`config.mk`:
```
export PLATFORM = sky130hd
export DESIGN_NAME = ntfsrl_scale
export DESIGN_NICKNAME = d
export VERILOG_FILES = /design/src/hdl/ntfsrl_pkg.sv /design/src/hdl/ntfsrl_scale.sv
export SDC_FILE = /design/constraint.sdc
export NUM_CORES = 2
export LEC_CHECK = 0
export ABC_AREA = 1
export BUFFER_PORTS_ARGS = -buffer_cell sky130_fd_sc_hd__buf_2
export CAP_MARGIN = 20
export CORE_MARGIN = 3
export CORE_UTILIZATION = 60
export CTS_CLUSTER_SIZE = 8
export DETAILED_ROUTE_END_ITERATION = 16
export HOLD_SLACK_MARGIN = 0.15
export PLACE_DENSITY = 0.88
export SETUP_SLACK_MARGIN = 0.5
export SLEW_MARGIN = 0
export SYNTH_ARGS = -nofsm -noshare
export SYNTH_HDL_FRONTEND = slang
export SYNTH_SLANG_ARGS = --single-unit
```
`constraint.sdc`:
```
create_clock -name clk -period 7.8 [get_ports clk]
set_input_delay 0.78 -clock clk [delete_from_list [all_inputs] [get_ports clk]]
set_output_delay 0.78 -clock clk [all_outputs]
set_load 0.02 [all_outputs]
```
`src/hdl/ntfsrl_pkg.sv`:
```
// ----------------------------------------------------------------------------
// ntfsrl_pkg
// Shared types and constants of the data-run list decoder.
// ----------------------------------------------------------------------------
`default_nettype none

package ntfsrl_pkg;

	localparam int MAX_FIELD_BYTES = 4;

	localparam int CLUSTER_W = 64;
	localparam int BPC_W     = 22;
	localparam int START_W   = 32;
	localparam int BYTES_W   = 63;
	localparam int CFG_IDX_W = 1;
	localparam int CFG_DATA_W = 32;

	localparam logic [BPC_W-1:0] BPC_RESET = BPC_W'(4096);

	localparam logic [CFG_IDX_W-1:0] CFG_BYTES_PER_CLUSTER = 1'd0;
	localparam logic [CFG_IDX_W-1:0] CFG_START_CLUSTER     = 1'd1;

	localparam logic [7:0] NIB_HI = 8'hF0;
	localparam logic [7:0] NIB_LO = 8'h0F;

	typedef enum logic [1:0] {
		ST_RUN  = 2'd0,
		ST_END  = 2'd1,
		ST_SIZE = 2'd2,
		ST_ZERO = 2'd3
	} status_t;

	typedef struct packed {
		logic                 valid;
		logic [CLUSTER_W-1:0] off;
		logic [CLUSTER_W-1:0] len;
		logic [CLUSTER_W-1:0] tot;
		status_t              status;
	} run_t;

endpackage

`default_nettype wire

```
`src/hdl/ntfsrl_scale.sv`:
```
// ----------------------------------------------------------------------------
// ntfsrl_scale
// Two-stage cluster to byte scaling: split partial products, then sum.
// ----------------------------------------------------------------------------
`default_nettype none

module ntfsrl_scale (
	input  wire logic                                clk,
	input  wire logic                                en2,
	input  wire logic                                en3,
	input  wire logic [ntfsrl_pkg::CLUSTER_W-1:0]    clusters,
	input  wire logic [ntfsrl_pkg::BPC_W-1:0]        bpc,
	output logic      [ntfsrl_pkg::BYTES_W-1:0]      bytes
);
	localparam int HALF_W = ntfsrl_pkg::CLUSTER_W / 2;
	localparam int PROD_W = HALF_W + ntfsrl_pkg::BPC_W;
	localparam int HI_W   = ntfsrl_pkg::BYTES_W - HALF_W;

	logic [PROD_W-1:0] lo_prod;
	logic [PROD_W-1:0] hi_prod;
	logic [PROD_W-1:0] lo_s2;
	logic [HI_W-1:0]   hi_s2;

	assign lo_prod = PROD_W'(clusters[HALF_W-1:0]) * PROD_W'(bpc);
	assign hi_prod = PROD_W'(clusters[ntfsrl_pkg::CLUSTER_W-1:HALF_W]) * PROD_W'(bpc);

	always_ff @(posedge clk) begin
		if (en2) begin
			lo_s2 <= lo_prod;
			hi_s2 <= hi_prod[HI_W-1:0];
		end
		if (en3) begin
			bytes <= {hi_s2, {HALF_W{1'b0}}} + ntfsrl_pkg::BYTES_W'(lo_s2);
		end
	end
endmodule

`default_nettype wire

```
==> flow_metrics.env <==
export IMPL_synth_edf_count=148
export IMPL_yosys_area_share_simple_pct=16.5
export IMPL_rows=97
export IMPL_synthMuxAreaShare_pct=0
export IMPL_fill_cells=5672
export IMPL_hold_class="flip-flop to flip-flop"
export IMPL_synth_net_count=6573
export IMPL_cp_required_ps=7960
export IMPL_synth_compound_area_share_pct=3.68
export IMPL_ctsHoldBuffers=0
export IMPL_synth_warning_count=0
export IMPL_outcome="completed"
export IMPL_cts_made_buffers=17
export IMPL_fmax_mhz=143
export IMPL_firstDrtPassIters=6
export IMPL_async_flop_share_pct=0
export IMPL_post_cts_resized=0
export IMPL_layout_commonest_cell="nand2_1"
export IMPL_initial_core_util_pct=60.9
export IMPL_insertion_delay_ps=430
export IMPL_clk_path_buf_depth=2
export IMPL_post_cts_buffers=0
export IMPL_worstReg2RegEnd="bytes[60]"
export IMPL_critical_path_depth=25
export IMPL_first_iter_violations=3073
export IMPL_dieArea_um2=74800
export IMPL_hold_viol=0
export IMPL_ff2ff_setup_slack_ps=5380
export IMPL_fin_crit_sh_pct=89.5
export IMPL_crit_path_frequent_cell="fa_1"
export IMPL_synth_flop_cell="edfxtp_1"
export IMPL_max_stage_delay_ps=540
export IMPL_syn_cell_area_um2=43000
export IMPL_crit_path_top_delay_cell="fa_1"
export IMPL_cts_tree="yes"
export IMPL_worst_slew_pin_slew_ps=958
export IMPL_layout_common_cells="nand2_1, inv_1, fa_1, ha_1, edfxtp_1"
export IMPL_slew_violations=0
export IMPL_io_pins=152
export IMPL_maxCapViolCount=0
export IMPL_wire_per_inst_um=17.9
export IMPL_cp_buffers_inverters=8
export IMPL_die_width_um=274
export IMPL_grt_pass1_wl_um=183000
export IMPL_crit_end="lo_s2[52]"
export IMPL_drt_total_wl_um=111000
export IMPL_grt_use_total_pct=31.0
export IMPL_setup_violations=0
export IMPL_crit_fanout=32
export IMPL_area_delta_synth_final_pct=5.09
export IMPL_path_delay_family="adder cells"
export IMPL_crit_path_end_kind="flip-flop"
export IMPL_pre_cts_slack_ps=311
export IMPL_vias=33900
export IMPL_drive_above_1_share_pct=5.55
export IMPL_synth_avg_cell_area_um2=8.17
export IMPL_r2r_start="lo_s2[32]"
export IMPL_grt_pass1_vias=36900
export IMPL_gp_congestion=0.973
export IMPL_die_h_um=274
export IMPL_synth_cells=5259
export IMPL_hpwl_um=91400
export IMPL_critPathKind="input pin to flip-flop"
export IMPL_port_buffers=150
export IMPL_synth_top_family_by_area="adder cells"
export IMPL_period_needed_ps=6980
export IMPL_coreArea_um2=70500
export IMPL_synth_xor_area_share_pct=2.04
export IMPL_synth_top_cells_by_area="fa_1, nand2_1, inv_1"
export IMPL_drc=0
export IMPL_start_kind="input pin"
export IMPL_cts_root_buf="clkbuf_16"
export IMPL_max_slew_margin_pct=36.1
export IMPL_antenna_found_initial=2
export IMPL_setup_ws_ps=819
export IMPL_viasPerCell=5.46
export IMPL_grt_max_degree=78
export IMPL_antenna_left=0
export IMPL_synthAdderAreaFrac_pct=52.3
export IMPL_grt_setup_unrepaired="false"
export IMPL_grt_overflow=0
export IMPL_startpoint="bpc[8]"
export IMPL_synth_largest_area_cell="fa_1"
export IMPL_ff2ff_path_depth=10
export IMPL_synth_seq_cells=148
export IMPL_clkTransAtPathRegs_ps=60
export IMPL_ys_types=48
export IMPL_cp_arrival_ps=7150
export IMPL_layout_nets=6565
export IMPL_clock_skew_final_ps=8.93
export IMPL_cts_htree_levels=4
export IMPL_cts_sinks=148
export IMPL_synth_top_area_share_pct=44.3
export IMPL_setup_tns_ps=0
export IMPL_yosysSeqAreaShare_pct=10.3
worst min-delay path by stage:
stage	from	to	cells after the start
global placement	lo_s2[19]	bytes[19]	0
finish	lo_s2[19]	bytes[19]	0
global route	lo_s2[19]	bytes[19]	0
floorplan	lo_s2[0]	bytes[0]	0
detailed placement	lo_s2[24]	bytes[24]	0
CTS	lo_s2[19]	bytes[19]	0
state kept, by name, indices dropped and copies added, names as in the netlist:
| register | flops |
|---|---|
| bytes | 63 |
| lo_s2 | 54 |
| hi_s2 | 31 |
final cells by class:
cell class	count	area, um2	area share, %
multi-input combinational	3387	32000	70.9
inverter	1490	5590	12.4
sequential	148	4440	9.85
timing repair buffer	207	1330	2.94
tap	940	1180	2.61
clock buffer	17	425	0.942
clock inverter	12	159	0.352
antenna	2	5.00	0.0111
routing by layer:
layer	up-vias	GRT usage, %	routed length [um]
met5	-	0	0
met3	334	6.21	11400
met1	16700	40.6	42400
met2	1860	51.5	52800
li1	15000	-	-
met4	0	11.1	4190
Yosys cell counts, drive strengths merged (10+ instances only):
| library cell | n |
|---|---|
| xnor2 | 26 |
| buf | 122 |
| nor4 | 10 |
| nor3 | 14 |
| nand2 | 1509 |
| a31oi | 20 |
| nand4 | 16 |
| ha | 274 |
| edfxtp | 148 |
| o21ai | 83 |
| xor2 | 74 |
| nor2 | 142 |
| nand3 | 95 |
| fa | 951 |
| clkbuf | 112 |
| a21o | 14 |
| o21bai | 11 |
| a21oi | 116 |
| inv | 1490 |
kinds of logic after synthesis:
kind of cell / after synthesis
compound gates: 264
xor+xnor: 100
simple gates: 1798
buf+inv: 1724
fa+ha+maj: 1225
flops: 148
worst reg2reg max path: stages, from the launching register on:
cell and delay (ps):
edfxtp_1 350, ha_1 170, inv_1 50, fa_1 410, inv_1 70, a31oi_1 150
o21ai_2 280, nand3_1 170, a31oi_1 250, nand2_1 110, xnor2_1 140
through the flow:
| step | utilization, % | cells | area (um2) | hold slack (ps) |
|---|---|---|---|---|
| 6_report | 64.0 | 6203 | 45100 | 417 |
| 3_3_place_gp | 63.2 | 6172 | 44500 | 402 |
| 2_1_floorplan | - | 5259 | 43000 | 400 |
| 4_1_cts | 64.0 | 6201 | 45100 | 417 |
| 5_1_grt | 64.0 | 6203 | 45100 | 418 |
| 3_5_place_dp | 63.2 | 6172 | 44500 | 405 |
Power is not shown: default switching activity piles up to over one toggle a cycle in this logic, so the estimate is an artifact.
