### src/hdl/ntfsrl_pkg.sv
// ----------------------------------------------------------------------------
// ntfsrl_pkg
// Shared types and constants of the data-run list decoder.
// ----------------------------------------------------------------------------
`default_nettype none

package ntfsrl_pkg;

	localparam int MAX_FIELD_BYTES = 4;

	localparam int CLUSTER_W = 64;
	localparam int BPC_W     = 22;
	localparam int START_W   = 32;
	localparam int BYTES_W   = 63;
	localparam int CFG_IDX_W = 1;
	localparam int CFG_DATA_W = 32;

	localparam logic [BPC_W-1:0] BPC_RESET = BPC_W'(4096);

	localparam logic [CFG_IDX_W-1:0] CFG_BYTES_PER_CLUSTER = 1'd0;
	localparam logic [CFG_IDX_W-1:0] CFG_START_CLUSTER     = 1'd1;

	localparam logic [7:0] NIB_HI = 8'hF0;
	localparam logic [7:0] NIB_LO = 8'h0F;

	typedef enum logic [1:0] {
		ST_RUN  = 2'd0,
		ST_END  = 2'd1,
		ST_SIZE = 2'd2,
		ST_ZERO = 2'd3
	} status_t;

	typedef struct packed {
		logic                 valid;
		logic [CLUSTER_W-1:0] off;
		logic [CLUSTER_W-1:0] len;
		logic [CLUSTER_W-1:0] tot;
		status_t              status;
	} run_t;

endpackage

`default_nettype wire

### src/hdl/ntfsrl_in_if.sv
// ----------------------------------------------------------------------------
// ntfsrl_in_if
// Input channel: one run list byte per beat.
// ----------------------------------------------------------------------------
`default_nettype none

interface ntfsrl_in_if;
	logic       valid;
	logic       ready;
	logic [7:0] run_byte;
	logic       list_start;

	modport source (output valid, output run_byte, output list_start, input ready);
	modport sink (input valid, input run_byte, input list_start, output ready);
endinterface

`default_nettype wire

### src/hdl/ntfsrl_decode.sv
// ----------------------------------------------------------------------------
// ntfsrl_decode
// Byte-wise run list parser with cluster accumulator and decode register.
// ----------------------------------------------------------------------------
`default_nettype none

module ntfsrl_decode #(
	parameter int MAX_FIELD_BYTES = ntfsrl_pkg::MAX_FIELD_BYTES
) (
	input  wire logic                              clk,
	input  wire logic                              arst_n,
	ntfsrl_in_if.sink                              in_ch,
	input  wire logic [ntfsrl_pkg::START_W-1:0]    start_cluster,
	input  wire logic                              en2,
	output ntfsrl_pkg::run_t                       run_s1
);
	localparam int GW = 8 * MAX_FIELD_BYTES;
	localparam int CW = $clog2(MAX_FIELD_BYTES + 1);
	localparam int AW = ntfsrl_pkg::CLUSTER_W;

	typedef enum logic [1:0] {PH_HEADER, PH_LENGTH, PH_OFFSET, PH_WAIT} phase_t;

	phase_t           phase_q, ph, phase_n;
	logic [3:0]       lsize_q, osize_q, lsize_n, osize_n;
	logic [CW-1:0]    cnt_q, cnt_n, cnt_inc;
	logic [GW-1:0]    len_q, off_q, len_n, off_n, len_lane, off_lane;
	logic [AW-1:0]    acc_q, acc_b, acc_n, tot_q, tot_b, tot_n, sext, gz;
	logic             sgn, emit, accept, en1;
	logic [3:0]       lo_nib, hi_nib;
	ntfsrl_pkg::run_t res;

	assign en1 = !run_s1.valid || en2;
	assign in_ch.ready = en1;
	assign accept = in_ch.valid && en1;
	assign cnt_inc = CW'(cnt_q + 1'b1);
	assign lo_nib = 4'(in_ch.run_byte & ntfsrl_pkg::NIB_LO);
	assign hi_nib = 4'((in_ch.run_byte & ntfsrl_pkg::NIB_HI) >> 4);

	always_comb begin
		len_lane = len_q;
		off_lane = off_q;
		for (int i = 0; i < MAX_FIELD_BYTES; i++) begin
			if (cnt_q == CW'(i)) begin
				len_lane[8*i +: 8] = in_ch.run_byte;
				off_lane[8*i +: 8] = in_ch.run_byte;
			end
		end
		sgn = 1'b0;
		for (int n = 1; n <= MAX_FIELD_BYTES; n++) begin
			if (osize_q == 4'(n)) begin
				sgn = off_lane[8*n-1];
			end
		end
		gz = AW'(off_lane);
		for (int k = 0; k < AW; k++) begin
			sext[k] = (k >= 8 * int'(osize_q)) ? sgn : gz[k];
		end
	end

	always_comb begin
		ph = in_ch.list_start ? PH_HEADER : phase_q;
		acc_b = in_ch.list_start ? AW'(start_cluster) : acc_q;
		tot_b = in_ch.list_start ? '0 : tot_q;
		phase_n = ph;
		lsize_n = lsize_q;
		osize_n = osize_q;
		cnt_n = cnt_q;
		len_n = len_q;
		off_n = off_q;
		acc_n = acc_b;
		tot_n = tot_b;
		emit = 1'b0;
		res = '0;
		unique case (ph)
			PH_HEADER: begin
				if (in_ch.run_byte == 8'd0) begin
					phase_n = PH_WAIT;
					emit = 1'b1;
					res.tot = tot_b;
					res.status = ntfsrl_pkg::ST_END;
				end else if (lo_nib == 4'd0 || hi_nib == 4'd0 ||
						32'(lo_nib) > 32'(MAX_FIELD_BYTES) ||
						32'(hi_nib) > 32'(MAX_FIELD_BYTES)) begin
					phase_n = PH_WAIT;
					emit = 1'b1;
					res.status = ntfsrl_pkg::ST_SIZE;
				end else begin
					lsize_n = lo_nib;
					osize_n = hi_nib;
					cnt_n = '0;
					len_n = '0;
					off_n = '0;
					phase_n = PH_LENGTH;
				end
			end
			PH_LENGTH: begin
				len_n = len_lane;
				cnt_n = cnt_inc;
				if (cnt_inc >= CW'(lsize_q)) begin
					cnt_n = '0;
					phase_n = PH_OFFSET;
				end
			end
			PH_OFFSET: begin
				off_n = off_lane;
				cnt_n = cnt_inc;
				if (cnt_inc >= CW'(osize_q)) begin
					cnt_n = '0;
					emit = 1'b1;
					if (off_lane == '0) begin
						phase_n = PH_WAIT;
						res.status = ntfsrl_pkg::ST_ZERO;
					end else begin
						acc_n = acc_b + sext;
						tot_n = tot_b + AW'(len_q);
						phase_n = PH_HEADER;
						res.off = acc_b + sext;
						res.len = AW'(len_q);
						res.tot = tot_b + AW'(len_q);
						res.status = ntfsrl_pkg::ST_RUN;
					end
				end
			end
			PH_WAIT: begin
			end
		endcase
		res.valid = emit;
	end

	always_ff @(posedge clk or negedge arst_n) begin
		if (!arst_n) begin
			phase_q <= PH_HEADER;
			lsize_q <= '0;
			osize_q <= '0;
			cnt_q <= '0;
			len_q <= '0;
			off_q <= '0;
			acc_q <= '0;
			tot_q <= '0;
			run_s1 <= '0;
		end else begin
			if (accept) begin
				phase_q <= phase_n;
				lsize_q <= lsize_n;
				osize_q <= osize_n;
				cnt_q <= cnt_n;
				len_q <= len_n;
				off_q <= off_n;
				acc_q <= acc_n;
				tot_q <= tot_n;
			end
			if (en1) begin
				run_s1.valid <= accept && emit;
			end
			if (accept && emit) begin
				run_s1.off <= res.off;
				run_s1.len <= res.len;
				run_s1.tot <= res.tot;
				run_s1.status <= res.status;
			end
		end
	end
endmodule

`default_nettype wire

### src/flat_wrapper.sv
// flat-port wrapper written by rule: the top's interface ports become plain ports
module ntfsrl_decode_flat 
#(
	parameter int MAX_FIELD_BYTES = ntfsrl_pkg::MAX_FIELD_BYTES
)
  (clk, arst_n, start_cluster, en2, run_s1, in_ch_valid, in_ch_run_byte, in_ch_list_start, in_ch_ready);
  ntfsrl_in_if in_ch_i ();
  input  wire logic clk;
  input  wire logic arst_n;
  input  wire logic [ntfsrl_pkg::START_W-1:0] start_cluster;
  input  wire logic en2;
  output ntfsrl_pkg::run_t run_s1;
  input wire logic [$bits(in_ch_i.valid)-1:0] in_ch_valid;
  input wire logic [$bits(in_ch_i.run_byte)-1:0] in_ch_run_byte;
  input wire logic [$bits(in_ch_i.list_start)-1:0] in_ch_list_start;
  output wire logic [$bits(in_ch_i.ready)-1:0] in_ch_ready;
  assign in_ch_i.valid = in_ch_valid;
  assign in_ch_i.run_byte = in_ch_run_byte;
  assign in_ch_i.list_start = in_ch_list_start;
  assign in_ch_ready = in_ch_i.ready;
  ntfsrl_decode #(.MAX_FIELD_BYTES(MAX_FIELD_BYTES)) u_core (.clk(clk), .arst_n(arst_n), .in_ch(in_ch_i), .start_cluster(start_cluster), .en2(en2), .run_s1(run_s1));
endmodule
### config.mk
export PLATFORM = sky130hd
export DESIGN_NAME = ntfsrl_decode_flat
export DESIGN_NICKNAME = d
export VERILOG_FILES = /design/src/hdl/ntfsrl_pkg.sv /design/src/hdl/ntfsrl_in_if.sv /design/src/hdl/ntfsrl_decode.sv /design/src/flat_wrapper.sv
export SDC_FILE = /design/constraint.sdc
export NUM_CORES = 1
export LEC_CHECK = 0
export BUFFER_PORTS_ARGS = -buffer_cell sky130_fd_sc_hd__buf_4
export CAP_MARGIN = 40
export CORE_MARGIN = 2
export CORE_UTILIZATION = 25
export DETAILED_ROUTE_END_ITERATION = 10
export PLACE_DENSITY = 0.53
export SLEW_MARGIN = 20
export SYNTH_ARGS = -nofsm -noshare
export SYNTH_HDL_FRONTEND = slang
export SYNTH_SLANG_ARGS = --single-unit
### constraint.sdc
create_clock -name clk -period 4.9 [get_ports clk]
set_input_delay 0.49 -clock clk [delete_from_list [all_inputs] [get_ports clk]]
set_output_delay 0.49 -clock clk [all_outputs]
set_load 0.03 [all_outputs]
==> flow_summary_export.csv, run 1 <==
group,metric,value,unit
worst_setup_path,worst-r2r-setup-slack,0.25,ns
timing,skew,0.03733,ns
detailed_routing,route.vias.total,21400,
power,powerDensity,548.8,nW/um^2
synth,synth-main-ff-cell,"sky130_fd_sc_hd__dfrtp_1",
detailed_routing,route.detailed.wl_per_inst,20.21,um
finish,post-route-util,30.63,%
timing,timing_max_transition_violations_final,0,
timing,period_share,94.89,%
synth,syn_area,23760,um^2
worst_setup_path,worst_ep_arrival_time,5.11,ns
finish,number_of_nets_in_the_final_layout,3066,
clock_tree,h-tree-depth,2,
worst_setup_path,regToRegEndpoint,"u_core.run_s1[187]",
min_path,holdCritPathClass,"in -> reg",
power,power.leakage,13.01,nW
synth,syn_area_per_cell,8.809,um^2
finish,design_area,28980,um^2
timing,finalSetupViolCount,0,
worst_setup_path,r2r_start,"u_core.cnt_q[0]",
worst_setup_path,setup.worst_path.class,"reg -> reg",
timing,fin_crit,4.650,ns
clock_tree,cts_sinks,367,
place,detailedPlace.worstSlack,0.09131,ns
synth,synth_top_cell_by_area,"sky130_fd_sc_hd__dfrtp_1",
synth,postSynth.asyncResetShare,100.0,%
floorplanning,floorplan.die_area,97510,um^2
worst_setup_path,critical_path.startpoint,"u_core.cnt_q[0]",
power,sw_frac_of_total,44.18,%
synth,synth_largest_type_area_fraction,38.66,%
worst_setup_path,worstSetupEndpointType,"flip-flop",
flow_run,drv.max_cap_violation_count,0,
clock_tree,cts_tree,"done",
power,share_comb_of_total_power,49.2,%
grt,grt_usage,17.01,%
power,cell_internal_pwr,8.875,mW
timing,slew_of_the_pin_with_the_lowest_slew_margin,0.8686,ns
worst_setup_path,cp_cell_sequence,"ha_1 > ha_1 > mux2i_1 > nor4b_2 > a31o_4 > nor2_1 > buf_4 > a31oi_1 > ha_1 > buf_4 > a21oi_1 > o211ai_1 > nor3b_2 > a22oi_2 > o21ai_2 > o31ai_4 > a31oi_4 > o22ai_2 > nor4b_1 > or3_1",
grt,grt_antenna_before_repair,0,
timing,slew_headroom,42.10,%
grt,grt_pass1_wl,130900,um
detailed_routing,detail_route.drc_violations,0,
worst_setup_path,depth_of_the_worst_register_to_register_path,20,
synth,yosysSeqAreaShare,38.66,%
finish,n_fill_cell,9971,
synth,synth_edf_count,0,
power,seq_power_share,26.8,%
power,power.share.clock,23.9,%
detailed_routing,drtAntennaViolNets,0,
finish,antennaDiodeCount,0,
floorplanning,placement_rows,113,
grt,grt-ovfl-total,0,
clock_tree,cts_made_buffers,48,
worst_setup_path,cp_max_fo,8,
clock_tree,worst_setup_hold_path_clk_slew,0.06,ns
power,total_power,15.90,mW
timing,finalSetupTns,0,ns
synth,synth-warning-count,0,
clock_tree,clock_path_buffers,3,
floorplanning,die_width,312.3,um
finish,fraction_of_final_layout_cells_sized_beyond_drive_strength_1,18.89,%
synth,post-synth-top-count-cell,"sky130_fd_sc_hd__dfrtp_1",
worst_setup_path,cpPeakStageDelay,0.41,ns
place,placedInstanceArea,27090,um^2
timing,report.final.hold_viol_count,0,
floorplanning,top_level_ports,241,
synth,synth.ff_latch_count,367,
floorplanning,effective_utilization_at_floorplan,25.12,%
worst_setup_path,worst_setup_path_start_kind,"flip-flop",
synth,synth.lib_cells_used.distinct,89,
synth,ys_top_cells_by_count,"sky130_fd_sc_hd__dfrtp_1, sky130_fd_sc_hd__nand2_1, sky130_fd_sc_hd__nor2_1",
power,p_sw,7.026,mW
floorplanning,fp.dieH,312.3,um
detailed_routing,firstDrtPassIters,5,
worst_setup_path,critical_path.endpoint,"u_core.run_s1[187]",
detailed_routing,drt-total-wl,85040,um
synth,netlist_instances,2697,
power,worst_ir_drop_vdd,0.3065,mV
grt,via_count_of_the_first_global_routing_pass,20710,
place,gpl_wtd_cong,0.8881,
synth,synth_top_cells_by_area,"sky130_fd_sc_hd__dfrtp_1, sky130_fd_sc_hd__ha_1, sky130_fd_sc_hd__nand2_1",
place,portBuffers,208,
run_status,result_of_the_run,"completed",
detailed_routing,drt_iter0_drc,1693,
worst_setup_path,required,5.36,ns
floorplanning,core_area,94590,um^2
timing,post-route-worst-setup-slack,0.2502,ns
place,dp_hpwl,61950,um
worst_setup_path,critical_path.most_common_cell,"sky130_fd_sc_hd__ha_1",
worst_setup_path,crit_path_top_delay_cell,"sky130_fd_sc_hd__dfrtp_1",
clock_tree,worstSkewPairLatency,0.62,ns
clock_tree,clockRootBuffer,"sky130_fd_sc_hd__clkbuf_16",
finish,syn2layout_area_growth,21.97,%
detailed_routing,vias_per_cell,5.086,
grt,grt_max_degree,90,
timing,fmax,0.2151,GHz
repair_timing:
item	in CTS	in global routing
setup endpoints to repair	0	52
endpoints found under the hold margin	84	0
hold buffers	1	0
setup buffers	0	5
gates resized for setup	0	25
flip-flops by register name, summed over array words and instances, names as in the netlist:
signal and cells:
u_core.run_s1 163, u_core.acc_q 64, u_core.phase_q 2, u_core.len_q 32, u_core.cnt_q 3, u_core.osize_q 4, u_core.off_q 32, u_core.lsize_q 3
u_core.tot_q 64
cell families (layout without fill, tap and decap cells):
logic type	count (synthesis)	count (layout)	share of synthesized area (%)
compound gates	787	787	22.53
xor+xnor	123	123	4.534
fa+ha+maj	118	118	6.278
buf+inv	253	468	4.708
flops	367	367	38.66
mux	87	87	4.029
other cells	1	32	0.01578
simple gates	961	961	19.25
layout by cell type (no fill, tap or decap), drive strengths merged, types with 77 or more instances in the layout:
cell type  count
xnor2         79
a22o         109
dfrtp        367
buf          327
nor2         216
o21ai        149
nand3         77
nand2        338
a21oi        203
nor2b         96
ha           116
worst min path at each step:
stage	from	to	slack, ns	cells past startpoint
after floorplan	arst_n	u_core.acc_q[0]	0.19	0
after CTS	in_ch_run_byte[7]	u_core.off_q[31]	0.19	2
final	en2	u_core.run_s1[194]	0.22	3
after detailed placement	u_core.acc_q[29]	u_core.acc_q[29]	0.46	1
after global placement	u_core.run_s1[0]	u_core.run_s1[0]	0.45	2
after global routing	in_ch_run_byte[7]	u_core.off_q[31]	0.22	2
power by group through the flow:
stage | Combinational (mW) | Clock, mW | Sequential, mW
global placement | 7.65 | 0 | 4.32
global route | 8.55 | 4.03 | 4.36
CTS | 7.69 | 3.91 | 4.27
detailed placement | 7.63 | 0 | 4.32
floorplan | 4.40 | 0 | 4.73
finish | 7.83 | 3.81 | 4.27
routing by layer:
layer / routed length [um] / part of all wire [%] / global-route usage, %
met5: 0 / 0 / 0
met4: 1388 / 1.6 / 3.507
met3: 4047 / 4.8 / 2.104
met2: 38370 / 45 / 26.60
met1: 41230 / 48 / 25.04
stage by stage:
step	hold WS (ns)	std cells
2_1_floorplan	0.1944	2728
3_3_place_gp	0.4539	4107
3_5_place_dp	0.4615	4110
4_1_cts	0.1939	4201
5_1_grt	0.2237	4208
6_report	0.2208	4208
critical path: cells and delay by family (launching register included):
family / cells / cell delay (ns)
adder cells (fa/ha/maj): 3 / 0.71
multiplexers: 1 / 0.15
buffers and inverters: 2 / 0.31
flip-flops: 1 / 0.41
AO/OA/AOI/OAI: 9 / 1.70
AND/OR/NAND/NOR: 5 / 1.21
cell type report:
cell class                      count  area, um^2  area share [%]
Multi-Input combinational cell   2108       13730           47.38
Inverter                           49       183.9          0.6347
Clock buffer                       63        1368           4.720
Clock inverter                     27       347.8           1.200
Sequential cell                   367        9184           31.69
Tap cell                         1265        1583           5.462
Timing Repair Buffer              329        2582           8.912
Note: power is estimated with default switching activity, not from simulation.
==> inputs of run 2 (changes only) <==
--- a/config.mk
+++ b/config.mk
@@ -10,7 +10,7 @@
 export CORE_MARGIN = 2
 export CORE_UTILIZATION = 25
 export DETAILED_ROUTE_END_ITERATION = 10
-export PLACE_DENSITY = 0.53
+export PLACE_DENSITY_LB_ADDON = 0.2
 export SLEW_MARGIN = 20
 export SYNTH_ARGS = -nofsm -noshare
 export SYNTH_HDL_FRONTEND = slang
==> run 2 against run 1 <==
Net effect: die area did not move; sequential power is essentially flat; core utilization up 0.098 points; fmax down 0.65%; first-iteration DRC count fell by 0.35%; sequential share of layout area decreased by 0.097 points; worst hold slack better by 0.0084 ns; non-clock buffer count fell by 3; clock skew fell by 0.0038 ns; cell count barely moved; clock-buffer cell count decreased by 1; clock power is 5% higher.
==> flow_summary_export.csv, run 2 (same netlist as run 1, synthesis figures left out) <==
group,metric,value,unit
grt,grt_antenna_before_repair,3,
place,placedInstanceArea,27060,um^2
floorplanning,floorplan.die_area,97510,um^2
min_path,holdCritPathClass,"in -> reg",
finish,n_fill_cell,9940,
grt,grt-ovfl-total,0,
worst_setup_path,critical_path.startpoint,"u_core.cnt_q[0]",
timing,period_share,95.51,%
floorplanning,fp.dieH,312.3,um
min_path,timing.hold.worst.start,"en2",
flow_run,drv.max_cap_violation_count,0,
worst_setup_path,crit_path_top_delay_cell,"sky130_fd_sc_hd__dfrtp_1",
timing,post-route-worst-setup-slack,0.2199,ns
timing,timing_max_transition_violations_final,0,
timing,slew_headroom,37.59,%
detailed_routing,detail_route.drc_violations,0,
clock_tree,clock_path_buffers,3,
finish,number_of_nets_in_the_final_layout,3063,
finish,mostFrequentLayoutCells,"sky130_fd_sc_hd__dfrtp_1, sky130_fd_sc_hd__nand2_1, sky130_fd_sc_hd__buf_4",
finish,design_area,29070,um^2
power,powerDensity,557.7,nW/um^2
worst_setup_path,worst_setup_path_start_kind,"flip-flop",
detailed_routing,drt_iter0_drc,1687,
clock_tree,clockRootBuffer,"sky130_fd_sc_hd__clkbuf_16",
clock_tree,cts_made_buffers,48,
detailed_routing,drt-total-wl,87650,um
worst_setup_path,cp_max_fo,7,
timing,slew_of_the_pin_with_the_lowest_slew_margin,0.9284,ns
worst_setup_path,cpPeakStageDelay,0.42,ns
place,detailedPlace.worstSlack,-0.07573,ns
detailed_routing,wl_met1,42140,um
worst_setup_path,worstSetupEndpointType,"flip-flop",
power,worst_ir_drop_vdd,0.2532,mV
finish,regMostFlops,"u_core.run_s1",
grt,grt_usage,17.56,%
place,portBuffers,208,
floorplanning,core_area,94590,um^2
clock_tree,h-tree-depth,2,
clock_tree,worst_setup_hold_path_clk_slew,0.06,ns
clock_tree,cts_tree,"done",
worst_setup_path,setup.worst_path.class,"reg -> reg",
floorplanning,effective_utilization_at_floorplan,25.12,%
finish,top_regs,"u_core.run_s1 (163), u_core.acc_q (64), u_core.tot_q (64)",
finish,antennaDiodeCount,0,
floorplanning,die_width,312.3,um
clock_tree,worstSkewPairLatency,0.61,ns
grt,via_count_of_the_first_global_routing_pass,20830,
worst_setup_path,critical_path.most_common_cell,"sky130_fd_sc_hd__ha_1",
finish,seqCellArea,9185,um^2
clock_tree,cts_sinks,367,
detailed_routing,vias_per_cell,5.029,
power,power.leakage,13.04,nW
timing,rsz0062_at_grt,"yes",
grt,grt_max_degree,113,
timing,fin_crit,4.680,ns
finish,fraction_of_final_layout_cells_sized_beyond_drive_strength_1,19.01,%
worst_setup_path,r2r_start,"u_core.cnt_q[0]",
timing,skew,0.03358,ns
finish,multiInputGateArea,13750,um^2
detailed_routing,firstDrtPassIters,6,
timing,hold_ws,0.2291,ns
worst_setup_path,cp_cell_sequence,"ha_1 > ha_1 > mux2i_1 > nor4b_2 > a31o_4 > nor2_1 > buf_4 > a31oi_1 > ha_2 > a21oi_1 > nor3b_2 > a22oi_2 > o21ai_4 > o31ai_4 > a31oi_4 > o22ai_2 > nor4b_1 > or3_1",
grt,grt_pass1_wl,133700,um
detailed_routing,route.detailed.wl_per_inst,20.84,um
detailed_routing,met3_length,3966,um
timing,finalSetupViolCount,0,
finish,largest_register_ffs,163,
detailed_routing,met2WireLength,39630,um
finish,post-route-util,30.73,%
timing,report.final.hold_viol_count,0,
worst_setup_path,worst_ep_arrival_time,5.14,ns
finish,syn2layout_area_growth,22.36,%
run_status,result_of_the_run,"completed",
floorplanning,top_level_ports,241,
detailed_routing,route.vias.total,21150,
timing,fmax,0.2137,GHz
floorplanning,placement_rows,113,
finish,mostFrequentLayoutCell,"sky130_fd_sc_hd__dfrtp_1",
detailed_routing,highest_layer,"met4",
worst_setup_path,required,5.36,ns
place,dp_hpwl,63680,um
place,gpl_wtd_cong,0.8948,
detailed_routing,drtAntennaViolNets,0,
run 2: changes by cell type in the layout (fill, tap and decap cells not counted), moves of 2 or more:
cell                        change
sky130_fd_sc_hd__o21ai_0        -2
sky130_fd_sc_hd__ha_1           -2
sky130_fd_sc_hd__buf_12         -2
sky130_fd_sc_hd__o311ai_0       -2
sky130_fd_sc_hd__nor4_2         -2
sky130_fd_sc_hd__nor4_1         +2
sky130_fd_sc_hd__o21ai_1        +3
sky130_fd_sc_hd__o21ai_2        -2
sky130_fd_sc_hd__ha_2           +2
sky130_fd_sc_hd__o311ai_1       +2
sky130_fd_sc_hd__clkinv_4       -2
sky130_fd_sc_hd__bufinv_16      +4
run 2: path summary, 6_finish.rpt:
| check | end | slack [ns] | depth (start not counted) |
|---|---|---|---|
| max | u_core.run_s1[187] | 0.22 | 18 |
| min reg2reg | u_core.acc_q[11] | 0.48 | 2 |
| min | u_core.run_s1[194] | 0.23 | 3 |
| min in group asynchronous | u_core.tot_q[42] | 0.51 | 2 |
| max reg2reg | u_core.run_s1[187] | 0.22 | 18 |
| max in group asynchronous | u_core.cnt_q[2] | 3.19 | 3 |
run 2: through the flow:
stage / cells / setup TNS (ns) / total power [mW]
final: 4205 / 0 / 16.21
after global routing: 4205 / -0.08012 / 17.25
after CTS: 4197 / 0 / 16.23
after detailed placement: 4105 / -0.1990 / 12.08
after global placement: 4102 / -0.03650 / 12.13
after floorplan: 2728 / 0 / 9.130
run 2: layer usage:
metal	global-route usage, %	vias to the layer above
li1	-	10130
met1	25.14	10390
met2	27.82	535
met3	2.455	87
met4	4.229	0
met5	0	-
run 2: repair_timing:
action	4_1_cts	5_1_grt
buffers inserted	1	7
hold buffers	1	0
gates resized for setup	4	33
pin swaps	1	15
endpoints found under the setup margin	6	50
hold endpoints to repair	83	0
run 2: final cells by class:
class	count	area share (%)
inverters	49	0.6327
clock inverters	28	1.532
repair buffers	326	8.819
flip-flops and latches	367	31.60
multi-input cells	2108	47.32
clock buffers	62	4.657
well taps	1265	5.445
run 2: power by group:
| part | switching [mW] | internal [mW] |
|---|---|---|
| combinational | 4.99 | 2.93 |
| sequential | 0.575 | 3.70 |
| clock | 1.56 | 2.45 |
| total | 7.13 | 9.09 |
run 2: worst max-delay path: cells and delay by family, from the launching register on:
kind            cells  cell delay [ns]
mux                 1             0.16
simple gates        5             1.32
flops               1             0.42
compound gates      8             1.65
fa+ha+maj           3             0.79
buf+inv             1             0.16
